### src/rtl/mdms_pkg.sv
// Shared types and constants for the motor drive mode supervisor.
// No dependencies; every rtl module refers to it by scoped names.
`timescale 1ns / 1ps

package mdms_pkg;

	// Command codes carried in the input tuser
	localparam logic [2:0] CMD_TICK      = 3'd0;
	localparam logic [2:0] CMD_SET_MODE  = 3'd1;
	localparam logic [2:0] CMD_ENABLE    = 3'd2;
	localparam logic [2:0] CMD_DISABLE   = 3'd3;
	localparam logic [2:0] CMD_START_CAL = 3'd4;
	localparam logic [2:0] CMD_CLR_FAULT = 3'd5;
	localparam logic [2:0] CMD_TRIP      = 3'd6;

	// Operating modes
	localparam logic [2:0] MD_DISABLED  = 3'd0;
	localparam logic [2:0] MD_OPENLOOP  = 3'd1;
	localparam logic [2:0] MD_IMPEDANCE = 3'd5;
	localparam logic [2:0] MD_CALIB     = 3'd6;
	localparam logic [2:0] MD_FAULT     = 3'd7;

	// Fault codes
	localparam logic [3:0] FLT_NONE        = 4'd0;
	localparam logic [3:0] FLT_OVERCURRENT = 4'd1;
	localparam logic [3:0] FLT_CAL_FAIL    = 4'd2;

	// Bridge drive kinds
	localparam logic [2:0] DRV_OFF       = 3'd0;
	localparam logic [2:0] DRV_PRECHARGE = 3'd1;
	localparam logic [2:0] DRV_CALIB     = 3'd2;
	localparam logic [2:0] DRV_OPENLOOP  = 3'd3;
	localparam logic [2:0] DRV_CLOSED    = 3'd4;

	// Calibration results
	localparam logic [1:0] CAL_RUNNING = 2'd0;
	localparam logic [1:0] CAL_DONE    = 2'd1;

	localparam logic [5:0] PRECHARGE_TICKS = 6'd40;
	localparam logic [4:0] SLOW_DIV        = 5'd20;

	localparam int IN_DATA_W  = 16;
	localparam int OUT_DATA_W = 16;

	typedef struct packed {
		logic [2:0] mode;
		logic [2:0] requested_mode;
		logic [3:0] trip_code;
		logic       current_saturated;
		logic [3:0] fast_fault_code;
		logic [1:0] cal_result;
	} item_t;

	typedef struct packed {
		logic       status;
		logic [2:0] mode_now;
		logic       enabled_now;
		logic [3:0] fault_now;
		logic [2:0] bridge_drive;
		logic       slow_loop_strobe;
		logic       save_request;
	} result_t;

	typedef struct packed {
		logic [2:0] mode;
		logic       enable;
		logic [3:0] fault;
		logic [5:0] precharge;
		logic [4:0] divider;
	} state_t;

endpackage

### src/rtl/mdms_in_stage.sv
// Input register stage: captures one transaction from the slave side.
// Depends on mdms_pkg for the item type.
`timescale 1ns / 1ps

module mdms_in_stage (
	input  logic                clk,
	input  logic                arst_n,
	input  logic                in_valid,
	output logic                in_ready,
	input  mdms_pkg::item_t     in_item,
	input  logic                advance,
	output logic                valid_s1,
	output mdms_pkg::item_t     item_s1
);

	logic v_q;

	// Accept when empty or when the held item moves on this cycle
	assign in_ready = !v_q || advance;
	assign valid_s1 = v_q;

	always_ff @(posedge clk or negedge arst_n) begin
		if (!arst_n) begin
			v_q <= 1'b0;
		end else if (in_ready) begin
			v_q <= in_valid;
		end
	end

	always_ff @(posedge clk) begin
		if (in_valid && in_ready) begin
			item_s1 <= in_item;
		end
	end

endmodule

### src/rtl/mdms_core.sv
// Supervisor state registers and the single-pass next-state/result logic.
// Depends on mdms_pkg for codes, constants and types.
`timescale 1ns / 1ps

module mdms_core (
	input  logic                clk,
	input  logic                arst_n,
	input  logic                cfg_wr_en,
	input  logic                cfg_wr_data,
	input  mdms_pkg::item_t     item_s1,
	input  logic                advance,
	output mdms_pkg::result_t   result
);

	mdms_pkg::state_t st_q;
	mdms_pkg::state_t nxt;
	logic             calibrated_q;
	logic [4:0]       div_inc;
	logic             status;
	logic [2:0]       drive;
	logic             strobe;
	logic             save;

	assign div_inc = st_q.divider + 5'd1;

	always_comb begin
		nxt    = st_q;
		status = 1'b0;
		drive  = mdms_pkg::DRV_OFF;
		strobe = 1'b0;
		save   = 1'b0;
		case (item_s1.mode)
			mdms_pkg::CMD_TICK: begin
				// Protection; a nonzero fast code overrides overcurrent
				if (st_q.enable) begin
					if (item_s1.current_saturated) begin
						nxt.enable = 1'b0;
						nxt.fault  = mdms_pkg::FLT_OVERCURRENT;
						nxt.mode   = mdms_pkg::MD_FAULT;
					end
					if (item_s1.fast_fault_code != mdms_pkg::FLT_NONE) begin
						nxt.enable = 1'b0;
						nxt.fault  = item_s1.fast_fault_code;
						nxt.mode   = mdms_pkg::MD_FAULT;
					end
				end
				if (nxt.mode == mdms_pkg::MD_CALIB) begin
					if (item_s1.cal_result == mdms_pkg::CAL_RUNNING) begin
						drive = nxt.enable ? mdms_pkg::DRV_CALIB : mdms_pkg::DRV_OFF;
					end else begin
						nxt.enable = 1'b0;
						if (item_s1.cal_result == mdms_pkg::CAL_DONE) begin
							save     = 1'b1;
							nxt.mode = mdms_pkg::MD_DISABLED;
						end else begin
							nxt.fault = mdms_pkg::FLT_CAL_FAIL;
							nxt.mode  = mdms_pkg::MD_FAULT;
						end
					end
				end else if (nxt.mode >= mdms_pkg::MD_OPENLOOP &&
					nxt.mode <= mdms_pkg::MD_IMPEDANCE && nxt.enable) begin
					if (st_q.precharge != 6'd0) begin
						nxt.precharge = st_q.precharge - 6'd1;
						drive         = mdms_pkg::DRV_PRECHARGE;
					end else begin
						if (div_inc >= mdms_pkg::SLOW_DIV) begin
							nxt.divider = 5'd0;
							strobe      = 1'b1;
						end else begin
							nxt.divider = div_inc;
						end
						drive = (nxt.mode == mdms_pkg::MD_OPENLOOP) ?
							mdms_pkg::DRV_OPENLOOP : mdms_pkg::DRV_CLOSED;
					end
				end
			end
			mdms_pkg::CMD_SET_MODE: begin
				if (st_q.enable || st_q.mode == mdms_pkg::MD_CALIB ||
					st_q.mode == mdms_pkg::MD_FAULT ||
					item_s1.requested_mode > mdms_pkg::MD_IMPEDANCE) begin
					status = 1'b1;
				end else begin
					nxt.mode = item_s1.requested_mode;
				end
			end
			mdms_pkg::CMD_ENABLE: begin
				if (st_q.mode == mdms_pkg::MD_FAULT || st_q.mode == mdms_pkg::MD_DISABLED ||
					st_q.mode == mdms_pkg::MD_CALIB) begin
					status = 1'b1;
				end else if (st_q.mode != mdms_pkg::MD_OPENLOOP && !calibrated_q) begin
					status = 1'b1;
				end else if (!st_q.enable) begin
					nxt.precharge = mdms_pkg::PRECHARGE_TICKS;
					nxt.enable    = 1'b1;
				end
			end
			mdms_pkg::CMD_DISABLE: begin
				nxt.enable = 1'b0;
			end
			mdms_pkg::CMD_START_CAL: begin
				if (st_q.enable || st_q.mode == mdms_pkg::MD_FAULT ||
					st_q.mode == mdms_pkg::MD_CALIB) begin
					status = 1'b1;
				end else begin
					nxt.mode      = mdms_pkg::MD_CALIB;
					nxt.precharge = 6'd0;
					nxt.enable    = 1'b1;
				end
			end
			mdms_pkg::CMD_CLR_FAULT: begin
				if (st_q.mode == mdms_pkg::MD_FAULT) begin
					nxt.fault = mdms_pkg::FLT_NONE;
					nxt.mode  = mdms_pkg::MD_DISABLED;
				end
			end
			mdms_pkg::CMD_TRIP: begin
				nxt.enable = 1'b0;
				nxt.fault  = item_s1.trip_code;
				nxt.mode   = mdms_pkg::MD_FAULT;
			end
			default: begin
				status = 1'b1;
			end
		endcase
	end

	assign result.status           = status;
	assign result.mode_now         = nxt.mode;
	assign result.enabled_now      = nxt.enable;
	assign result.fault_now        = nxt.fault;
	assign result.bridge_drive     = drive;
	assign result.slow_loop_strobe = strobe;
	assign result.save_request     = save;

	always_ff @(posedge clk or negedge arst_n) begin
		if (!arst_n) begin
			st_q <= '0;
		end else if (advance) begin
			st_q <= nxt;
		end
	end

	always_ff @(posedge clk or negedge arst_n) begin
		if (!arst_n) begin
			calibrated_q <= 1'b0;
		end else if (cfg_wr_en) begin
			calibrated_q <= cfg_wr_data;
		end
	end

endmodule

### src/rtl/mdms_out_reg.sv
// Result register on the master side; holds a transaction while stalled.
// Depends on mdms_pkg for the result type.
`timescale 1ns / 1ps

module mdms_out_reg (
	input  logic                clk,
	input  logic                arst_n,
	input  logic                valid_s1,
	input  mdms_pkg::result_t   result,
	output logic                advance,
	output logic                out_valid,
	input  logic                out_ready,
	output mdms_pkg::result_t   result_s2
);

	logic v_q;

	// Move the stage-1 item when the result slot is free or draining now
	assign advance   = valid_s1 && (!v_q || out_ready);
	assign out_valid = v_q;

	always_ff @(posedge clk or negedge arst_n) begin
		if (!arst_n) begin
			v_q <= 1'b0;
		end else if (advance) begin
			v_q <= 1'b1;
		end else if (out_ready) begin
			v_q <= 1'b0;
		end
	end

	always_ff @(posedge clk) begin
		if (advance) begin
			result_s2 <= result;
		end
	end

endmodule

### src/rtl/motor_drive_mode_supervisor.sv
// Top level of the motor drive mode supervisor.
// Depends on mdms_pkg, mdms_in_stage, mdms_core and mdms_out_reg.
`timescale 1ns / 1ps

// Usage:
//   The slave stream carries one command or control tick per transaction:
//   s_tuser holds the command code, s_tdata its arguments and tick inputs.
//   The master stream returns exactly one status transaction per input,
//   in order: status, mode, enable, latched fault, bridge drive kind,
//   slow-loop strobe and save request.
//   cfg_wr_en/cfg_wr_data write the "calibrated" flag; write it only while
//   no transaction is in flight.
// Pipeline and throughput:
//   A result passes from the input register, which takes it at the accepting
//   edge, into the result register. One transaction per cycle is sustained
//   while m_tready stays high; the rate is set by the single-pass next-state
//   logic around the small state registers, which update when an item enters
//   the result register.
// Reset:
//   arst_n clears mode, enable, fault, precharge count, slow divider, the
//   calibrated flag and both stage valid flags. No clearing pass is needed.
// Stall:
//   When m_tready is low the result register holds; if the input register is
//   empty one more transaction is still taken, then s_tready drops until the
//   result drains.

module motor_drive_mode_supervisor (
	input  logic                           clk,
	input  logic                           arst_n,
	input  logic                           cfg_wr_en,
	input  logic                           cfg_wr_data,
	input  logic                           s_tvalid,
	output logic                           s_tready,
	// [2:0] mode (command code)
	input  logic [2:0]                     s_tuser,
	// [2:0] requested_mode, [6:3] trip_code, [7] current_saturated,
	// [11:8] fast_fault_code, [13:12] cal_result, [15:14] zero
	input  logic [mdms_pkg::IN_DATA_W-1:0] s_tdata,
	output logic                           m_tvalid,
	input  logic                           m_tready,
	// [0] status, [3:1] mode_now, [4] enabled_now, [8:5] fault_now,
	// [11:9] bridge_drive, [12] slow_loop_strobe, [13] save_request,
	// [15:14] zero
	output logic [mdms_pkg::OUT_DATA_W-1:0] m_tdata
);

	mdms_pkg::item_t   in_item;
	mdms_pkg::item_t   item_s1;
	mdms_pkg::result_t result;
	mdms_pkg::result_t result_s2;
	logic              valid_s1;
	logic              advance;

	// Unpack the slave transaction
	assign in_item.mode              = s_tuser;
	assign in_item.requested_mode    = s_tdata[2:0];
	assign in_item.trip_code         = s_tdata[6:3];
	assign in_item.current_saturated = s_tdata[7];
	assign in_item.fast_fault_code   = s_tdata[11:8];
	assign in_item.cal_result        = s_tdata[13:12];

	mdms_in_stage u_in (
		.clk      (clk),
		.arst_n   (arst_n),
		.in_valid (s_tvalid),
		.in_ready (s_tready),
		.in_item  (in_item),
		.advance  (advance),
		.valid_s1 (valid_s1),
		.item_s1  (item_s1)
	);

	mdms_core u_core (
		.clk         (clk),
		.arst_n      (arst_n),
		.cfg_wr_en   (cfg_wr_en),
		.cfg_wr_data (cfg_wr_data),
		.item_s1     (item_s1),
		.advance     (advance),
		.result      (result)
	);

	mdms_out_reg u_out (
		.clk       (clk),
		.arst_n    (arst_n),
		.valid_s1  (valid_s1),
		.result    (result),
		.advance   (advance),
		.out_valid (m_tvalid),
		.out_ready (m_tready),
		.result_s2 (result_s2)
	);

	// Pack the master transaction
	assign m_tdata = {2'b00,
		result_s2.save_request,
		result_s2.slow_loop_strobe,
		result_s2.bridge_drive,
		result_s2.fault_now,
		result_s2.enabled_now,
		result_s2.mode_now,
		result_s2.status};

	// The bridge is never enabled while disabled or faulted
	a_enable_mode: assert property (@(posedge clk) disable iff (!arst_n)
		m_tvalid && result_s2.enabled_now |->
			result_s2.mode_now != mdms_pkg::MD_DISABLED &&
			result_s2.mode_now != mdms_pkg::MD_FAULT)
		else $error("bridge enabled in disabled or fault mode");

	// Any drive other than off needs the bridge enabled
	a_drive_enable: assert property (@(posedge clk) disable iff (!arst_n)
		m_tvalid && result_s2.bridge_drive != mdms_pkg::DRV_OFF |->
			result_s2.enabled_now)
		else $error("bridge driven while not enabled");

	// Save request only after calibration ends cleanly
	a_save: assert property (@(posedge clk) disable iff (!arst_n)
		m_tvalid && result_s2.save_request |->
			result_s2.mode_now == mdms_pkg::MD_DISABLED && !result_s2.enabled_now)
		else $error("save request outside successful calibration end");

	// Slow-loop strobe only while the loops run
	a_strobe: assert property (@(posedge clk) disable iff (!arst_n)
		m_tvalid && result_s2.slow_loop_strobe |->
			result_s2.bridge_drive == mdms_pkg::DRV_OPENLOOP ||
			result_s2.bridge_drive == mdms_pkg::DRV_CLOSED)
		else $error("slow-loop strobe without active drive");

endmodule

### config.mk
export PLATFORM = sky130hd
export DESIGN_NAME = motor_drive_mode_supervisor
export DESIGN_NICKNAME = d
export VERILOG_FILES = /design/src/rtl/mdms_pkg.sv /design/src/rtl/mdms_in_stage.sv /design/src/rtl/mdms_core.sv /design/src/rtl/mdms_out_reg.sv /design/src/rtl/motor_drive_mode_supervisor.sv
export SDC_FILE = /design/constraint.sdc
export NUM_CORES = 1
export LEC_CHECK = 0
export BUFFER_PORTS_ARGS = -buffer_cell sky130_fd_sc_hd__buf_2
export CAP_MARGIN = 10
export CELL_PAD_IN_SITES_DETAIL_PLACEMENT = 1
export CELL_PAD_IN_SITES_GLOBAL_PLACEMENT = 1
export CORE_ASPECT_RATIO = 1.1
export CORE_MARGIN = 1
export CORE_UTILIZATION = 44
export DETAILED_ROUTE_END_ITERATION = 7
export GPL_TIMING_DRIVEN = 0
export PLACE_DENSITY_LB_ADDON = 0.1
export SYNTH_ARGS = -nofsm -noshare
export SYNTH_HDL_FRONTEND = slang
export SYNTH_HIERARCHICAL = 1
export SYNTH_SLANG_ARGS = --single-unit
### constraint.sdc
create_clock -name clk -period 2.87 [get_ports clk]
set_input_delay 0.861 -clock clk [delete_from_list [all_inputs] [get_ports clk]]
set_output_delay 0.861 -clock clk [all_outputs]
set_load 0.03 [all_outputs]
==> summary.txt <==
Clocking
  – Cts-stage hold buffer count: 0
  – CTS root buffer: clkbuf_8
  – H-Tree Depth: 2
  – TritonCTS clock tree: done
  – Total CTS buffers: 5
  – Clock Tree Buf Depth: 2
  – Setup Buffers After CTS: 0
  – Number of clock sinks: 53
  – Clk_lat worst skew: roughly 310 ps
  – Reg clk slew, reported paths: ~100 ps

Placed design
  – Inst Count DP: 425
  – Dpl ws: -613.6 ps
  – Final RePlAce weighted congestion: around 0.85
  – DP HPWL: 5897 µm
  – IO Port Bufs: 38

Global routing
  – First-pass GRT wire length: 12690 µm
  – Total grt overflow: 0
  – Vias in the first global route: 2550
  – Total GRT Usage: 0.2384
  – Initial antenna violation count: 0
  – Largest net degree at the start of global routing: 23

Worst setup path
  – Critical Path RT: 2010 ps
  – CP Capture Type: primary output
  – Crit Path Max Fanout: 23
  – WP data arrival: between 1500 and 2000 ps
  – WS Path Type: in2out
  – Crit start category: input pin

Power and ir drop
  – PwrDens: 722.8 nW/µm²
  – Leak Pwr: 1.400 nW
  – Sw Share: 0.3637
  – Seq pwr share: 0.401
  – Sw Pwr: 0.9049 mW
  – Total power: ~2.5 mW
  – Peak VDD IR: roughly 0.42 mV
  – Clock network power share: 0.213
  – Logic pwr share: 0.386
  – Internal power: between 1.5 and 2 mW

Timing
  – Final Hold Fails: 0
  – RSZ-0062 raised after global routing: no
  – Final setup viols: 0
  – Worst setup margin: ~240 ps
  – Post-route setup TNS: 0 ps
  – Period utilization: 0.9174
  – Slew Limit Fails: 0
  – Setup Skew: 7.489 ps
  – F_max: 379.8 MHz
  – Worst slew pin tran: 686.1 ps
  – Fin crit period: 2633 ps
  – Slew HR: 0.5378

Synthesis
  – Ys flop type: edfxtp_1
  – FF+latch count, synth: 53
  – Library cells used by synthesis: 62
  – Cell area after synthesis: 3030 µm²
  – Cells after Synth: between 300 and 400
  – Syn_area_per_cell: 9.968 µm²
  – Post-synthesis sequential area ratio: 0.4889
  – Synth warn: 6
  – EDFF count, synth: 31
  – Fraction of registers with async set/reset: 0.4151

Floorplan
  – Starting Density: 0.4569
  – DIE WIDTH: 81.13 µm
  – DIE AREA: 7223 µm²
  – Die Y-Extent: 89.04 µm
  – Row Count: 31
  – I/O pins: 43
  – Core box area: 6633 µm²

Run status
  – Status: completed

Finish
  – N_diodes: 0
  – Layout Cells excl Fill: roughly 430
  – Net count, final: 377
  – Fill cell count: a little under 800
  – Synth-to-Final Area Change: 13.58%
  – Multi-input gate area: 1325 µm²
  – Commonest non-fill, non-tap cell in the layout: buf_2
  – Fraction of layout cells with a size suffix above 1: 0.2114
  – Area occupied by registers: approximately 1500 µm²
  – Commonest cells after routing, fill and taps aside: 39 x buf_2, 31 x edfxtp_1, 26 x nand2_1

Routing
  – WL/cell: 18.10 µm
  – Routed vias/inst: 6.025
  – DRT Pass-1 Iters: 4
  – Vias: ~2600
  – Antenna Nets Post-Route: 0
  – Initial detailed-routing violation count: 138
  – Final WL: 7821 µm
  – Drt drc: 0

Flow run
  – Max-cap violations: 0

Worst hold path
  – Hold crit path type: reg2reg
registers in the layout, indices dropped and copies added, names as in the netlist:
register and count:
u_core/st_q 19, u_in/item_s1 17, u_out/result_s2 14, u_core/calibrated_q 1, u_in/valid_s1 1, u_out/out_valid 1
cells in the mapped netlist, drive strengths merged, types with 2 or more instances:
cell type,instances,area [µm²]
and3,6,37.54
nor3b,3,27.52
nand2b,7,51.30
a21oi,16,80.08
o221ai,3,26.28
nand3,9,45.04
nand4,5,31.28
edfxtp,31,930.9
o21a,3,30.02
a22oi,3,22.52
a2bb2oi,2,17.52
ha,3,37.54
o31ai,6,45.04
a22o,3,26.28
nor2,21,78.83
inv,10,37.54
or3,4,25.02
o32a,2,20.02
o22ai,4,25.02
nor3,6,30.03
mux2,3,33.78
a31oi,5,31.28
dfrtp,22,550.5
o21ai,18,90.09
clkbuf,14,52.55
nand3b,3,22.52
buf,19,140.1
a211oi,6,45.04
a32oi,3,26.28
a221o,4,40.04
nand2,26,97.59
and2,4,27.53
a21o,3,22.52
nor2b,4,25.02
nor4,3,18.77
layer usage:
metal / routed length (µm) / part of all wire / up-vias / global-route usage
li1: - / - / 1216 / -
met1: 3303 / 0.42 / 1296 / 0.2943
met2: 3958 / 0.51 / 72 / 0.4079
met3: 295 / 0.038 / 19 / 0.03878
met4: 263 / 0.034 / 0 / 0.1104
met5: 0 / 0 / - / 0
metrics by stage:
step | cell area (µm²) | utilization | hold slack, ps
after floorplan | 3034 | - | 466.7
after global placement | 3327 | 0.5016 | 481.5
after detailed placement | 3327 | 0.5016 | 492.8
after CTS | 3446 | 0.5195 | 518.1
after global routing | 3442 | 0.5190 | 522.8
final | 3442 | 0.5190 | 518.4
final timing paths:
path	start	endpoint	slack (ps)	depth (start not counted)
min in group asynchronous	arst_n	u_core/st_q[6]	540	1
max in group asynchronous	arst_n	u_core/st_q[15]	1940	1
setup / recovery	m_tready	s_tready	240	5
hold / removal	u_core/st_q[12]	u_core/st_q[12]	520	1
hold reg to reg	u_core/st_q[12]	u_core/st_q[12]	520	1
setup reg to reg	u_in/item_s1[15]	u_core/st_q[4]	330	6
final cells by class:
class | instances | share of cell area
buffer | 32 | 0.05489
inverter | 10 | 0.01091
clock buffer | 7 | 0.02508
multi-input combinational | 209 | 0.3850
sequential | 53 | 0.4304
clock inverter | 1 | 0.008724
timing repair buffer | 38 | 0.05525
tap | 82 | 0.02981
cells by family after synthesis:
kind of cell	Yosys count	synth area share
compound gates	93	0.2188
xor+xnor	2	0.005781
fa+ha+maj	3	0.01239
buf+inv	43	0.07597
flops	53	0.4889
mux	4	0.01445
other cells	1	0.001237
simple gates	105	0.1825
what timing repair did:
item,CTS,global route
pin swaps,0,0
resized for setup,2,0
endpoints found under the setup margin,7,4
gates cloned,0,0
critical path: stages:
cell and delay (ps):
buf_2 70, nand2b_1 120, and2_4 330, nand2b_4 200, buf_2 190
power by group through the flow:
stage	logic (mW)	registers [mW]	clock network [mW]
2_1_floorplan	0.641	1.07	0
5_1_grt	1.05	1.01	0.572
6_report	0.959	0.998	0.531
3_5_place_dp	0.946	1.02	0
4_1_cts	0.955	0.999	0.548
3_3_place_gp	0.924	1.01	0
Note: power is estimated with default switching activity, not from simulation.
